### src/lntok_pkg.sv
// ----------------------------------------------------------------------------
// Line tokenizer package
// Shared types and character constants for the line tokenizer block.
// ----------------------------------------------------------------------------
`default_nettype none

package lntok_pkg;

    localparam logic [7:0] CHAR_LF    = 8'h0A;
    localparam logic [7:0] CHAR_CR    = 8'h0D;
    localparam logic [7:0] CHAR_SPACE = 8'h20;
    localparam logic [7:0] CHAR_TAB   = 8'h09;
    localparam logic [7:0] CHAR_COLON = 8'h3A;

    localparam logic [1:0] CLASS_PREFIX   = 2'd0;
    localparam logic [1:0] CLASS_COMMAND  = 2'd1;
    localparam logic [1:0] CLASS_PARAM    = 2'd2;
    localparam logic [1:0] CLASS_TRAILING = 2'd3;

    localparam logic [3:0] PARAM_MAX = 4'd15;

    typedef enum logic [2:0] {
        PH_LINE_START = 3'd0,
        PH_PREFIX     = 3'd1,
        PH_PREFIX_GAP = 3'd2,
        PH_COMMAND    = 3'd3,
        PH_GAP        = 3'd4,
        PH_PARAM      = 3'd5,
        PH_TRAILING   = 3'd6
    } phase_t;

    typedef enum logic [2:0] {
        ST_IDLE  = 3'd0,
        ST_FLUSH = 3'd1,
        ST_CR    = 3'd2,
        ST_BYTE  = 3'd3,
        ST_LAST  = 3'd4
    } ctrl_state_t;

    typedef enum logic [1:0] {
        SRC_INPUT = 2'd0,
        SRC_HELD  = 2'd1,
        SRC_CR    = 2'd2,
        SRC_BYTE  = 2'd3
    } tok_src_t;

    typedef struct packed {
        logic [7:0] out_byte;
        logic [1:0] token_class;
        logic       token_start;
        logic [3:0] param_index;
        logic       end_of_line;
        logic       command_present;
        logic       whitespace_overflow;
        logic       last;
    } result_t;

    typedef struct packed {
        logic     use_input;
        logic     tok_en;
        tok_src_t tok_src;
        logic     tok_final;
        logic     side_en;
        logic     clear_cr;
        logic     clear_held;
        logic     latch_byte;
        logic     rd_start;
        logic     rd_issue;
        logic     eol_en;
        logic     last_push;
    } dp_cmd_t;

    typedef struct packed {
        logic out_free;
        logic cr_held;
        logic held_empty;
        logic flush_last;
        logic need_last;
        logic cur_is_cr;
        logic cur_is_lf;
        logic cur_is_ws;
    } dp_status_t;

endpackage

`default_nettype wire

### src/irc_line_tokenizer_unit.sv
// ----------------------------------------------------------------------------
// Line tokenizer unit
// Splits a byte stream into CR LF lines, trims trailing blanks and tags
// every content byte with its token class, start flag and parameter index.
// ----------------------------------------------------------------------------
// Latency: a byte that releases nothing gives its result in the cycle after it is taken.
// A byte that releases held blanks or a held CR keeps the controller busy for the
// accept, the held blanks read one by one (single read port of the blank store),
// then, as needed, the CR, the byte and the hand-over of the held-back last result.
// Throughput: one item per cycle while nothing is held and results are taken.
// Reset: synchronous, active low; parse and control state clear, the blank store is not.
`default_nettype none

module irc_line_tokenizer_unit #(
    parameter int MAX_HELD = 62
) (
    input  wire logic        aclk,
    input  wire logic        aresetn,
    input  wire logic        s_tvalid,
    output logic             s_tready,
    input  wire logic [7:0]  s_tdata,   // in_byte
    output logic             m_tvalid,
    input  wire logic        m_tready,
    output logic      [15:0] m_tdata,   // out_byte, token_start, param_index,
                                        // command_present, whitespace_overflow
    output logic      [2:0]  m_tuser,   // token_class, end_of_line
    output logic             m_tlast
);

    import lntok_pkg::*;

    dp_cmd_t    cmd;
    dp_status_t status;

    lntok_ctrl u_ctrl (
        .aclk     (aclk),
        .aresetn  (aresetn),
        .s_tvalid (s_tvalid),
        .s_tready (s_tready),
        .status   (status),
        .cmd      (cmd)
    );

    lntok_datapath #(
        .MAX_HELD (MAX_HELD)
    ) u_datapath (
        .aclk     (aclk),
        .aresetn  (aresetn),
        .s_tdata  (s_tdata),
        .m_tvalid (m_tvalid),
        .m_tready (m_tready),
        .m_tdata  (m_tdata),
        .m_tuser  (m_tuser),
        .m_tlast  (m_tlast),
        .cmd      (cmd),
        .status   (status)
    );

endmodule

`default_nettype wire

### src/lntok_ram.sv
// ----------------------------------------------------------------------------
// Generic RAM
// Single write port, single read port with registered read data.
// ----------------------------------------------------------------------------
`default_nettype none

module lntok_ram #(
    parameter int WIDTH = 1,
    parameter int DEPTH = 62,
    parameter int AW    = (DEPTH > 1) ? $clog2(DEPTH) : 1
) (
    input  wire logic             aclk,
    input  wire logic             wr_en,
    input  wire logic [AW-1:0]    wr_addr,
    input  wire logic [WIDTH-1:0] wr_data,
    input  wire logic             rd_en,
    input  wire logic [AW-1:0]    rd_addr,
    output logic      [WIDTH-1:0] rd_data
);

    logic [WIDTH-1:0] mem [DEPTH];

    always_ff @(posedge aclk) begin
        if (wr_en) begin
            mem[wr_addr] <= wr_data;
        end
        if (rd_en) begin
            rd_data <= mem[rd_addr];
        end
    end

endmodule

`default_nettype wire

### src/lntok_ctrl.sv
// ----------------------------------------------------------------------------
// Line tokenizer controller
// Sequences input acceptance, whitespace flushing and result release.
// ----------------------------------------------------------------------------
`default_nettype none

module lntok_ctrl (
    input  wire logic                aclk,
    input  wire logic                aresetn,
    input  wire logic                s_tvalid,
    output logic                     s_tready,
    input  wire lntok_pkg::dp_status_t status,
    output lntok_pkg::dp_cmd_t       cmd
);

    import lntok_pkg::*;

    ctrl_state_t state_reg, state_next;
    logic        cr_path_reg, cr_path_next;
    logic        cur_content;

    assign cur_content = !status.cur_is_cr && !status.cur_is_ws;
    assign s_tready    = (state_reg == ST_IDLE) && status.out_free;

    always_ff @(posedge aclk) begin
        if (!aresetn) begin
            state_reg   <= ST_IDLE;
            cr_path_reg <= 1'b0;
        end else begin
            state_reg   <= state_next;
            cr_path_reg <= cr_path_next;
        end
    end

    always_comb begin
        state_next   = state_reg;
        cr_path_next = cr_path_reg;
        cmd          = '0;
        cmd.tok_src  = SRC_INPUT;
        case (state_reg)
            ST_IDLE: begin
                cmd.use_input = 1'b1;
                if (s_tvalid && status.out_free) begin
                    if (status.cr_held) begin
                        cmd.clear_cr = 1'b1;
                        if (status.cur_is_lf) begin
                            cmd.eol_en = 1'b1;
                        end else begin
                            cmd.latch_byte = 1'b1;
                            cr_path_next   = 1'b1;
                            if (status.held_empty) begin
                                state_next = ST_CR;
                            end else begin
                                cmd.rd_start = 1'b1;
                                state_next   = ST_FLUSH;
                            end
                        end
                    end else if (status.cur_is_cr || status.cur_is_ws) begin
                        cmd.side_en = 1'b1;
                    end else if (status.held_empty) begin
                        cmd.tok_en    = 1'b1;
                        cmd.tok_src   = SRC_INPUT;
                        cmd.tok_final = 1'b1;
                    end else begin
                        cmd.latch_byte = 1'b1;
                        cmd.rd_start   = 1'b1;
                        cr_path_next   = 1'b0;
                        state_next     = ST_FLUSH;
                    end
                end
            end
            ST_FLUSH: begin
                if (status.out_free) begin
                    cmd.tok_en  = 1'b1;
                    cmd.tok_src = SRC_HELD;
                    if (status.flush_last) begin
                        cmd.clear_held = 1'b1;
                        state_next     = cr_path_reg ? ST_CR : ST_BYTE;
                    end else begin
                        cmd.rd_issue = 1'b1;
                    end
                end
            end
            ST_CR: begin
                if (status.out_free) begin
                    cmd.tok_en    = 1'b1;
                    cmd.tok_src   = SRC_CR;
                    cmd.tok_final = !cur_content;
                    cmd.side_en   = !cur_content;
                    if (status.need_last) begin
                        state_next = ST_LAST;
                    end else if (cur_content) begin
                        state_next = ST_BYTE;
                    end else begin
                        state_next = ST_IDLE;
                    end
                end
            end
            ST_BYTE: begin
                if (status.out_free) begin
                    cmd.tok_en    = 1'b1;
                    cmd.tok_src   = SRC_BYTE;
                    cmd.tok_final = 1'b1;
                    state_next    = status.need_last ? ST_LAST : ST_IDLE;
                end
            end
            ST_LAST: begin
                if (status.out_free) begin
                    cmd.last_push = 1'b1;
                    state_next    = ST_IDLE;
                end
            end
            default: begin
                state_next = ST_IDLE;
            end
        endcase
    end

endmodule

`default_nettype wire

### src/lntok_datapath.sv
// ----------------------------------------------------------------------------
// Line tokenizer datapath
// Parse state, whitespace store, one-result holdback and output register.
// ----------------------------------------------------------------------------
`default_nettype none

module lntok_datapath #(
    parameter int MAX_HELD = 62
) (
    input  wire logic                  aclk,
    input  wire logic                  aresetn,
    input  wire logic [7:0]            s_tdata,
    output logic                       m_tvalid,
    input  wire logic                  m_tready,
    output logic      [15:0]           m_tdata,
    output logic      [2:0]            m_tuser,
    output logic                       m_tlast,
    input  wire lntok_pkg::dp_cmd_t    cmd,
    output lntok_pkg::dp_status_t      status
);

    import lntok_pkg::*;

    localparam int CW = $clog2(MAX_HELD + 1);
    localparam int AW = (MAX_HELD > 1) ? $clog2(MAX_HELD) : 1;
    localparam logic [CW-1:0] HELD_LIMIT = CW'(MAX_HELD);

    phase_t        phase_reg, phase_next;
    logic [3:0]    param_reg, param_next;
    logic          fresh_reg, fresh_next;
    logic          cmd_seen_reg, cmd_seen_next;
    logic          ovf_reg;
    logic          cr_held_reg;
    logic [CW-1:0] held_count_reg;
    logic [CW-1:0] idx_reg;
    logic [7:0]    byte_reg;
    logic          pend_valid_reg, pend_valid_next;
    result_t       pend_reg, pend_next;
    logic          out_valid_reg, out_valid_next;
    result_t       out_reg, out_next;

    logic          out_free;
    logic          out_load;
    logic [7:0]    cur_byte;
    logic [7:0]    tok_byte;
    logic          cur_is_cr, cur_is_ws;
    logic          held_bit;
    logic          ram_wr_en, ram_rd_en;
    logic [AW-1:0] ram_rd_addr;
    logic          tk_has;
    result_t       tk_res;
    result_t       eol_res;

    function automatic logic [7:0] to_upper(input logic [7:0] b);
        logic [7:0] r;
        r = b;
        if (b >= 8'h61 && b <= 8'h7A) begin
            r = b - 8'h20;
        end
        return r;
    endfunction

    assign out_free  = !out_valid_reg || m_tready;
    assign cur_byte  = cmd.use_input ? s_tdata : byte_reg;
    assign cur_is_cr = (cur_byte == CHAR_CR);
    assign cur_is_ws = (cur_byte == CHAR_SPACE) || (cur_byte == CHAR_TAB);

    assign ram_wr_en   = cmd.side_en && cur_is_ws && (held_count_reg < HELD_LIMIT);
    assign ram_rd_en   = cmd.rd_start || cmd.rd_issue;
    assign ram_rd_addr = cmd.rd_start ? '0 : idx_reg[AW-1:0];

    lntok_ram #(
        .WIDTH (1),
        .DEPTH (MAX_HELD),
        .AW    (AW)
    ) u_held_ram (
        .aclk    (aclk),
        .wr_en   (ram_wr_en),
        .wr_addr (held_count_reg[AW-1:0]),
        .wr_data (cur_byte == CHAR_TAB),
        .rd_en   (ram_rd_en),
        .rd_addr (ram_rd_addr),
        .rd_data (held_bit)
    );

    always_comb begin
        case (cmd.tok_src)
            SRC_INPUT: tok_byte = s_tdata;
            SRC_HELD:  tok_byte = held_bit ? CHAR_TAB : CHAR_SPACE;
            SRC_CR:    tok_byte = CHAR_CR;
            SRC_BYTE:  tok_byte = byte_reg;
            default:   tok_byte = byte_reg;
        endcase
    end

    always_comb begin
        phase_next    = phase_reg;
        param_next    = param_reg;
        fresh_next    = fresh_reg;
        cmd_seen_next = cmd_seen_reg;
        tk_has        = 1'b0;
        tk_res        = '0;
        tk_res.out_byte = tok_byte;
        case (phase_reg)
            PH_PREFIX: begin
                if (tok_byte == CHAR_SPACE) begin
                    phase_next = PH_PREFIX_GAP;
                end else begin
                    tk_has             = 1'b1;
                    tk_res.token_class = CLASS_PREFIX;
                    tk_res.token_start = fresh_reg;
                    fresh_next         = 1'b0;
                end
            end
            PH_PREFIX_GAP: begin
                if (tok_byte != CHAR_SPACE) begin
                    phase_next         = PH_COMMAND;
                    cmd_seen_next      = 1'b1;
                    tk_has             = 1'b1;
                    tk_res.out_byte    = to_upper(tok_byte);
                    tk_res.token_class = CLASS_COMMAND;
                    tk_res.token_start = 1'b1;
                end
            end
            PH_COMMAND: begin
                if (tok_byte == CHAR_SPACE) begin
                    phase_next = PH_GAP;
                end else begin
                    tk_has             = 1'b1;
                    tk_res.out_byte    = to_upper(tok_byte);
                    tk_res.token_class = CLASS_COMMAND;
                end
            end
            PH_GAP: begin
                if (tok_byte == CHAR_COLON) begin
                    phase_next = PH_TRAILING;
                    fresh_next = 1'b1;
                end else if (tok_byte != CHAR_SPACE) begin
                    phase_next         = PH_PARAM;
                    tk_has             = 1'b1;
                    tk_res.token_class = CLASS_PARAM;
                    tk_res.token_start = 1'b1;
                    tk_res.param_index = param_reg;
                end
            end
            PH_PARAM: begin
                if (tok_byte == CHAR_SPACE) begin
                    phase_next = PH_GAP;
                    if (param_reg != PARAM_MAX) begin
                        param_next = param_reg + 4'd1;
                    end
                end else begin
                    tk_has             = 1'b1;
                    tk_res.token_class = CLASS_PARAM;
                    tk_res.param_index = param_reg;
                end
            end
            PH_TRAILING: begin
                tk_has             = 1'b1;
                tk_res.token_class = CLASS_TRAILING;
                tk_res.token_start = fresh_reg;
                tk_res.param_index = param_reg;
                fresh_next         = 1'b0;
            end
            default: begin
                if (tok_byte == CHAR_COLON) begin
                    phase_next = PH_PREFIX;
                    fresh_next = 1'b1;
                end else if (tok_byte == CHAR_SPACE) begin
                    phase_next = PH_GAP;
                end else begin
                    phase_next         = PH_COMMAND;
                    cmd_seen_next      = 1'b1;
                    tk_has             = 1'b1;
                    tk_res.out_byte    = to_upper(tok_byte);
                    tk_res.token_class = CLASS_COMMAND;
                    tk_res.token_start = 1'b1;
                end
            end
        endcase
    end

    always_comb begin
        eol_res                     = '0;
        eol_res.end_of_line         = 1'b1;
        eol_res.command_present     = cmd_seen_reg;
        eol_res.whitespace_overflow = ovf_reg;
        eol_res.last                = 1'b1;
    end

    // A produced result waits in the holdback slot until it is known
    // whether another result of the same item follows it.
    always_comb begin
        pend_valid_next = pend_valid_reg;
        pend_next       = pend_reg;
        out_load        = 1'b0;
        out_next        = out_reg;
        if (cmd.eol_en) begin
            out_load = 1'b1;
            out_next = eol_res;
        end else if (cmd.last_push) begin
            out_load        = 1'b1;
            out_next        = pend_reg;
            out_next.last   = 1'b1;
            pend_valid_next = 1'b0;
        end else if (cmd.tok_en) begin
            if (tk_has) begin
                if (pend_valid_reg) begin
                    out_load  = 1'b1;
                    out_next  = pend_reg;
                    pend_next = tk_res;
                end else if (cmd.tok_final) begin
                    out_load      = 1'b1;
                    out_next      = tk_res;
                    out_next.last = 1'b1;
                end else begin
                    pend_next       = tk_res;
                    pend_valid_next = 1'b1;
                end
            end else if (cmd.tok_final && pend_valid_reg) begin
                out_load        = 1'b1;
                out_next        = pend_reg;
                out_next.last   = 1'b1;
                pend_valid_next = 1'b0;
            end
        end
        if (out_load) begin
            out_valid_next = 1'b1;
        end else if (m_tready) begin
            out_valid_next = 1'b0;
        end else begin
            out_valid_next = out_valid_reg;
        end
    end

    always_ff @(posedge aclk) begin
        if (!aresetn) begin
            phase_reg      <= PH_LINE_START;
            param_reg      <= '0;
            fresh_reg      <= 1'b0;
            cmd_seen_reg   <= 1'b0;
            ovf_reg        <= 1'b0;
            cr_held_reg    <= 1'b0;
            held_count_reg <= '0;
            idx_reg        <= '0;
            pend_valid_reg <= 1'b0;
            out_valid_reg  <= 1'b0;
        end else begin
            pend_valid_reg <= pend_valid_next;
            out_valid_reg  <= out_valid_next;
            if (cmd.eol_en) begin
                phase_reg      <= PH_LINE_START;
                param_reg      <= '0;
                fresh_reg      <= 1'b0;
                cmd_seen_reg   <= 1'b0;
                ovf_reg        <= 1'b0;
                held_count_reg <= '0;
            end else if (cmd.tok_en) begin
                phase_reg    <= phase_next;
                param_reg    <= param_next;
                fresh_reg    <= fresh_next;
                cmd_seen_reg <= cmd_seen_next;
            end
            if (cmd.clear_cr) begin
                cr_held_reg <= 1'b0;
            end
            if (cmd.clear_held) begin
                held_count_reg <= '0;
            end
            if (cmd.side_en && cur_is_cr) begin
                cr_held_reg <= 1'b1;
            end
            if (ram_wr_en) begin
                held_count_reg <= held_count_reg + 1'b1;
            end else if (cmd.side_en && cur_is_ws) begin
                ovf_reg <= 1'b1;
            end
            if (cmd.rd_start) begin
                idx_reg <= CW'(1);
            end else if (cmd.rd_issue) begin
                idx_reg <= idx_reg + 1'b1;
            end
        end
    end

    always_ff @(posedge aclk) begin
        if (cmd.latch_byte) begin
            byte_reg <= s_tdata;
        end
        pend_reg <= pend_next;
        if (out_load) begin
            out_reg <= out_next;
        end
    end

    assign status.out_free   = out_free;
    assign status.cr_held    = cr_held_reg;
    assign status.held_empty = (held_count_reg == '0);
    assign status.flush_last = (idx_reg == held_count_reg);
    assign status.need_last  = cmd.tok_en && cmd.tok_final && tk_has && pend_valid_reg;
    assign status.cur_is_cr  = cur_is_cr;
    assign status.cur_is_lf  = (cur_byte == CHAR_LF);
    assign status.cur_is_ws  = cur_is_ws;

    assign m_tvalid = out_valid_reg;
    // m_tdata: out_byte, token_start, param_index, command_present,
    // whitespace_overflow, one zero bit.
    assign m_tdata  = {1'b0, out_reg.whitespace_overflow, out_reg.command_present,
                       out_reg.param_index, out_reg.token_start, out_reg.out_byte};
    // m_tuser: token_class, end_of_line.
    assign m_tuser  = {out_reg.end_of_line, out_reg.token_class};
    assign m_tlast  = out_reg.last;

    a_load_when_free: assert property (@(posedge aclk) disable iff (!aresetn)
        out_load |-> out_free)
        else $error("Output register loaded while a result is still waiting.");

    a_eol_no_pending: assert property (@(posedge aclk) disable iff (!aresetn)
        cmd.eol_en |-> !pend_valid_reg)
        else $error("Line end issued with a result still held back.");

    a_held_bound: assert property (@(posedge aclk) disable iff (!aresetn)
        held_count_reg <= HELD_LIMIT)
        else $error("Held whitespace count beyond store size.");

    a_read_in_range: assert property (@(posedge aclk) disable iff (!aresetn)
        cmd.rd_issue |-> (idx_reg < held_count_reg))
        else $error("Whitespace store read past its fill level.");

endmodule

`default_nettype wire

### config.mk
export PLATFORM = sky130hd
export DESIGN_NAME = irc_line_tokenizer_unit
export DESIGN_NICKNAME = d
export VERILOG_FILES = /design/src/lntok_pkg.sv /design/src/irc_line_tokenizer_unit.sv /design/src/lntok_ram.sv /design/src/lntok_ctrl.sv /design/src/lntok_datapath.sv
export SDC_FILE = /design/constraint.sdc
export NUM_CORES = 1
export LEC_CHECK = 0
export ABC_AREA = 1
export BUFFER_PORTS_ARGS = -buffer_cell sky130_fd_sc_hd__buf_2
export CAP_MARGIN = 15
export CORE_AREA = 5 5 113 115
export DETAILED_ROUTE_END_ITERATION = 10
export DIE_AREA = 0 0 118 120
export PLACE_DENSITY = 0.82
export SYNTH_ARGS = -nofsm -noshare
export SYNTH_HDL_FRONTEND = slang
export SYNTH_SLANG_ARGS = --single-unit
### constraint.sdc
create_clock -name aclk -period 6.6 [get_ports aclk]
set_clock_uncertainty 0.05 [all_clocks]
set_input_delay 0.33 -clock aclk [delete_from_list [all_inputs] [get_ports aclk]]
set_output_delay 0.33 -clock aclk [all_outputs]
set_load 0.03 [all_outputs]
# Yosys cells after proc, flatten, opt, wreduce, memory -nomap -nowiden
# Memories as Yosys holds them, arrays and structs flattened. A register that Yosys moved wholly into a read port is not among the register bits.
# Cells that the tools add are included.
# Widths: inputs -> output; s select.
# word_totals
ff_bits	71
mem_bits_rw	62
in_bits	12
out_inout_bits	22
word_cells	258
n_memories	1
# op_classes
n_addsub	4
order_cmp	3
eq_ne	43
n_mux	127
bitwise	6
reduce_logical	48
# memory_table
memory	depth	word_bits	read_ports	rd_ports_with_merged_regs	write_ports	line_no	rtl
u_datapath.u_held_ram.mem	62	1	1	1	1	lntok_ram.sv:21	logic [WIDTH-1:0] mem [DEPTH];
# ops
operator	n
$mux 19	8
$mux 3	21
$mux 1	56
$mux 6	6
$mux 11	3
$pmux 8 s4	1
$pmux 3 s5	2
$eq 8x4->1 const B	3
$eq 8x6->1 const B	3
$pmux 8 s3	1
$mux 2	9
$ne 2x1->1 const B	9
$mux 4	4
$mux 8	2
$reduce_and 5->1	3
$mux 7	2
$ne 2x2->1 const B	7
$add 6x1->6 const B	2
$eq 3x2->1 const B	4
$eq 3x3->1 const B	4
$pmux 2 s6	1
$pmux 3 s4	1
$pmux 4 s3	1
$reduce_and 4->1	3
38 further kinds	75

# Logic depth before layout (Yosys ltp)
# depth
ltp_word	24
depth_mapped	22

# Cells and area by module
# From an unflattened synthesis, not the netlist that was laid out.
# unflattened
hier_cells	890
area_unflattened_um2	7143.1
# modules_own_cells
module	n_inst	cells_each	area_per_inst_um2	seq_area_each_um2
lntok_datapath	1	495	3732.3	1761.7
lntok_ram	1	310	2930.3	1891.8
lntok_ctrl	1	85	480.5	80.1

# Least setup slack after synthesis
# Ideal clock, no wire load.
# synth_path
kind	flip-flop to flip-flop
startpoint	register u_datapath.out_valid_reg, in the netlist u_datapath.m_tvalid
endpoint	register u_datapath.out_valid_reg, in the netlist u_datapath.m_tvalid
arrival_ps	2533
required_ps	6435
setup_slack_ps	3902
path_stages_with_launch	18
n_path_buf	0
synth_period_minus_slack_ps	2698
path_cell_list	dfxtp_1 > inv_1 > nor2_4 > nor2_1 > nand2_1 > nand2_1 > o22ai_1 > nand2_1 > nor3_4 > nand2_4 > nand2_2 > nand3_4 > nand2_1 > nand2_1 > o21ai_2 > nand2_2 > o21ai_1 > inv_1
# synth_between
elab_chain_cells	16
word_cells_on_any_way	36
classes_between	eq/ne: 6; mux: 24; reduce/logical: 6
# synth_rtl
item	line_no	rtl
from (decl)	lntok_datapath.sv:39	logic out_valid_reg, out_valid_next;
from (signal assigned)	lntok_datapath.sv:250	out_valid_reg <= out_valid_next;
$logic_not 1->1 *	lntok_datapath.sv:63	assign out_free = !out_valid_reg || m_tready;
$logic_or 1x1->1 *	lntok_datapath.sv:63	
$logic_and 1x1->1	lntok_ctrl.sv:43	if (s_tvalid && status.out_free) begin
$mux 6	lntok_ctrl.sv:43	
$pmux 3 s4	lntok_ctrl.sv:40	case (state_reg)
$eq 2x2->1 (tied with other cells)	lntok_datapath.sv:87	case (cmd.tok_src)
$pmux 8 s4	lntok_datapath.sv:87	
$eq 8x6->1 or $ne 8x6->1 (tied branches)	n/a	
$mux 1 (on tied branches)	n/a	
$mux 1 (on tied branches)	lntok_datapath.sv:166, lntok_datapath.sv:135	
$pmux 1 s4	lntok_datapath.sv:104	case (phase_reg)
$mux 1	lntok_datapath.sv:207	if (tk_has) begin
$mux 1	lntok_datapath.sv:206	end else if (cmd.tok_en) begin
$mux 1	lntok_datapath.sv:201	end else if (cmd.last_push) begin
$mux 1 *	lntok_datapath.sv:198	if (cmd.eol_en) begin
$mux 1 or $reduce_bool 2->1 (tied branches)	n/a	
# Every way passes the cells marked *; elsewhere a longest branch is shown, timed or not.
# A chain may end at the register's enable or synchronous reset.

# Final worst setup path
# layout_path
startpoint	register u_datapath.held_count_reg[0]
endpoint	register u_datapath.u_held_ram.rd_data, read port of u_datapath.u_held_ram.mem (data pin)
# layout_between
elab_chain_cells	7
word_cells_on_any_way	14
classes_between	eq/ne: 1; mux: 11; reduce/logical: 2
# layout_rtl
item	line_no	rtl
from (decl)	lntok_datapath.sv:34	logic [CW-1:0] held_count_reg;
from (signal assigned)	lntok_datapath.sv:274	held_count_reg <= held_count_reg + 1'b1;
$logic_not 6->1	lntok_datapath.sv:298	assign status.held_empty = (held_count_reg == '0);
$mux 2 or $mux 1 (tied branches)	lntok_ctrl.sv:60, lntok_ctrl.sv:51	
$mux 2 (on tied branches)	lntok_ctrl.sv:58, lntok_ctrl.sv:46	
$mux 2	lntok_ctrl.sv:44	if (status.cr_held) begin
$mux 2	lntok_ctrl.sv:43	
$mux 2	lntok_ctrl.sv:40	
$mux 6 or $logic_or 1x1->1 (tied branches)	lntok_datapath.sv:70, lntok_datapath.sv:69	
to (decl)	lntok_ram.sv:18	output logic [WIDTH-1:0] rd_data
# Several ways; a longest one is shown, not always the timed one.

==> metrics.md <==
| Metric | Value |
|---|---|
| Syn_nets | `853` |
| Fmax | `approximately 0.26 GHz` |
| Pre-CTS setup slack | `2830 ps` |
| Reg clk slew, reported paths | `60 ps` |
| Synth warnings | `0` |
| CTS root buf | `clkbuf_16` |
| Finish-stage setup viols | `0` |
| RSZ-0062 raised after global routing | `no` |
| Required @ worst endpoint | `6740 ps` |
| Outcome | `completed` |
| Post-CTS Hold Buffers | `0` |
| Cell Area, Synth | `0.00734 sq mm` |
| Number of top-level pins | `34` |
| Top_reg_cell synth | `edfxtp_1` |
| Die area | `0.0142 sq mm` |
| Die height | `120 um` |
| Reg-to-Reg Start | `u_datapath.held_count_reg[0]` |
| Levels on crit path | `16` |
| Finished Cell Area | `approximately 0.008 sq mm` |
| Slew @ Worst Pin | `809 ps` |
| Layout area overhead | `10.2%` |
| Core area | `0.0117 sq mm` |
| CTS tree | `built` |
| Syn_area_per_cell | `approximately 8.8 sq um` |
| Final min period | `3860 ps` |
| Vias in the first global route | `approximately 5.7k` |
| Setup bufs post-CTS | `0` |
| Largest net degree at the start of global routing | `63` |
| Detailed Routing Iterations Pass 1 | `5` |
| Detail Route Antenna Nets | `0` |
| Final period util | `0.586` |
| Peak supply drop | `0.222 mV` |
| Clock Latency Late Sink | `430 ps` |
| Top post-synthesis cells by area | `edfxtp_1 43%, dfxtp_1 7.9%, nand2_1 6.6%` |
| Num rows | `40` |
| Total gr overflow | `0` |
| Distinct cells, synth | `49` |
| Register area share after synthesis | `0.509` |
| First-pass GRT wire length | `28400 um` |
| Worst hold path class | `in -> reg` |
| Share of cells above drive strength 1 | `0.165` |
| Dpl hpwl | `12300 um` |
| Crit path top cell by count | `nand3_1` |
| Number of flip-flops in the largest register | `62` |
| Vias per cell | `5.83` |
| Max incr delay on CP | `roughly 700 ps` |
| Pwr/cell area | `260 mW/mm^2` |
| Initial Utilization | `0.627` |
| Crit Path Max Fanout | `38` |
| LEAKAGE | `~0.0033 uW` |
| Initial antenna violation count | `0` |
| FFs w/ async S/R, synth | `0` |
| Clock H-tree levels | `4` |
| Crit Reg-Reg Endpoint | `u_datapath.u_held_ram.rd_data` |
| WL per Instance | `~17 um` |
| Commonest non-fill, non-tap cells in the layout | `130 x nand2_1, 116 x nor2_1, 109 x inv_1` |
| Worst Setup End Kind | `flop` |
| Slew headroom | `0.460` |
| Flops & latches, synth | `~130` |
| TNS Setup | `0 ps` |
| Startpoint Class | `flop` |
| Vias | `approximately 5.9k` |
| Top cell type by total area after synthesis | `edfxtp_1` |
| Final Max Slew Viols | `0` |
| FF-to-FF setup slack | `2740 ps` |
| Drt total wl | `17400 um` |
| Antenna cells | `0` |
| CTS Buf Count | `17` |
| Number of synthesized flops with an enable pin | `105` |
| Post-DP Area | `0.00750 sq mm` |
| CP max-delay cell | `dfxtp_1` |
| CP startpoint | `u_datapath.held_count_reg[0]` |
| Commonest non-fill, non-tap cell in the layout | `nand2_1` |
| Gp weighted congestion | `between 0.9 and 1` |
| Die extent in x | `118 um` |
| GRT Total Usage | `0.251` |
| Critical path class | `reg -> reg` |
| Max Root-Sink Buffers | `2` |
| Final net count | `between 800 and 900` |
| Max-cap viol count | `0` |
| Reg2Reg Depth | `16` |
| CP cell instances | `inv_1, ha_1, nand4_1, nor2_1, nor2_1, inv_1, nor2_1, nand3_2, nand2_2, nand2_1, nand3_1, nand3_1, nand3_1, nand3_1, nand3_1, nand2_1` |
| Bufs and invs on worst path | `2` |
| Worst setup endpoint | `u_datapath.u_held_ram.rd_data` |
| Iter 0 DRT Violations | `676` |
| Final worst-path setup slack | `~2700 ps` |
| Mapped Cells | `~840` |
| Number of hold violations in the final report | `0` |
| Port buffer count | `32` |
| PostCTS Resize Cnt | `0` |
| Area share of the leading cell type in the synthesized netlist | `0.429` |
| Final Non-Filler Cells | `1019` |
| CP arrival | `4000 ps` |
| Clock Sinks | `134` |
| Delay-heaviest family, CP | `simple AND/OR/NAND/NOR gates` |
| Fin util | `0.691` |
| Placed insts | `987` |
| DRC | `0` |
-- report_power, final --
| part | internal, uW | switching [uW] | leakage [uW] |
|---|---|---|---|
| clock | 563 | 382 | 0.000277 |
| combinational | 60.0 | 147 | 0.00169 |
| sequential | 942 | 12.2 | 0.00136 |
| total | 1560 | 542 | 0.00332 |
-- cell families after synthesis --
logic type                 share of synthesized area
and+or+nand+nor                                0.292
DFF                                            0.509
xor gates and xnor gates                     0.00954
AOI/OAI and AO/OA                             0.0896
other                                       0.000511
adders and majority gates                     0.0102
buffers and inverters                         0.0896
-- cells in the mapped netlist, types with 3 or more instances --
| cell type | count |
|---|---|
| nand3_1 | 93 |
| o2111ai_1 | 6 |
| ha_1 | 6 |
| clkbuf_1 | 10 |
| buf_4 | 4 |
| nor2_1 | 116 |
| nand3_2 | 4 |
| o21ai_1 | 20 |
| nor2_4 | 5 |
| buf_2 | 3 |
| a21oi_2 | 11 |
| a31oi_1 | 4 |
| o21ai_2 | 4 |
| o21ai_0 | 15 |
| nand2_4 | 4 |
| nand4_1 | 12 |
| buf_6 | 10 |
| inv_1 | 109 |
| nand3b_1 | 18 |
| nor2_2 | 3 |
| nand3_4 | 5 |
| a21oi_1 | 31 |
| inv_2 | 9 |
| nand2_1 | 130 |
| edfxtp_1 | 105 |
| xor2_1 | 6 |
| nor3_1 | 12 |
| or2_2 | 13 |
| dfxtp_1 | 29 |
| nand2_2 | 9 |
-- area by class of cell --
class                      count  area [sq um]
sequential                   134          3730
fill                         919          3620
multi-input combinational    551          2950
inverter                     121           455
clock buffer                  17           425
tap                          147           184
timing repair buffer          34           175
clock inverter                15           169
-- worst min path at each step --
stage	from	to	slack (ps)	cells after the start
floorplan	s_tdata[0]	u_datapath.byte_reg[0]	380	0
global placement	u_datapath.cmd_seen_reg	u_datapath.cmd_seen_reg	410	2
CTS	s_tdata[1]	u_datapath.byte_reg[1]	30	1
global route	s_tdata[1]	u_datapath.byte_reg[1]	30	1
finish	s_tdata[1]	u_datapath.byte_reg[1]	40	1
detailed placement	u_datapath.cmd_seen_reg	u_datapath.cmd_seen_reg	400	2
-- layer usage --
metal,wire length [um],up-vias,track usage,share of wire
li1,-,2841,-,-
met1,7650,2796,0.339,0.44
met2,8020,260,0.391,0.46
met3,1350,39,0.0608,0.077
met4,391,0,0.105,0.022
met5,0,-,0,0
-- stage by stage --
stage                     total power [uW]  hold slack, ps
after floorplan                       1130             379
after global placement                1170             408
after detailed placement              1180             401
after CTS                             2110            26.8
after global routing                  2180            27.0
final                                 2110            36.4
Note: power is estimated with default switching activity, not from simulation.
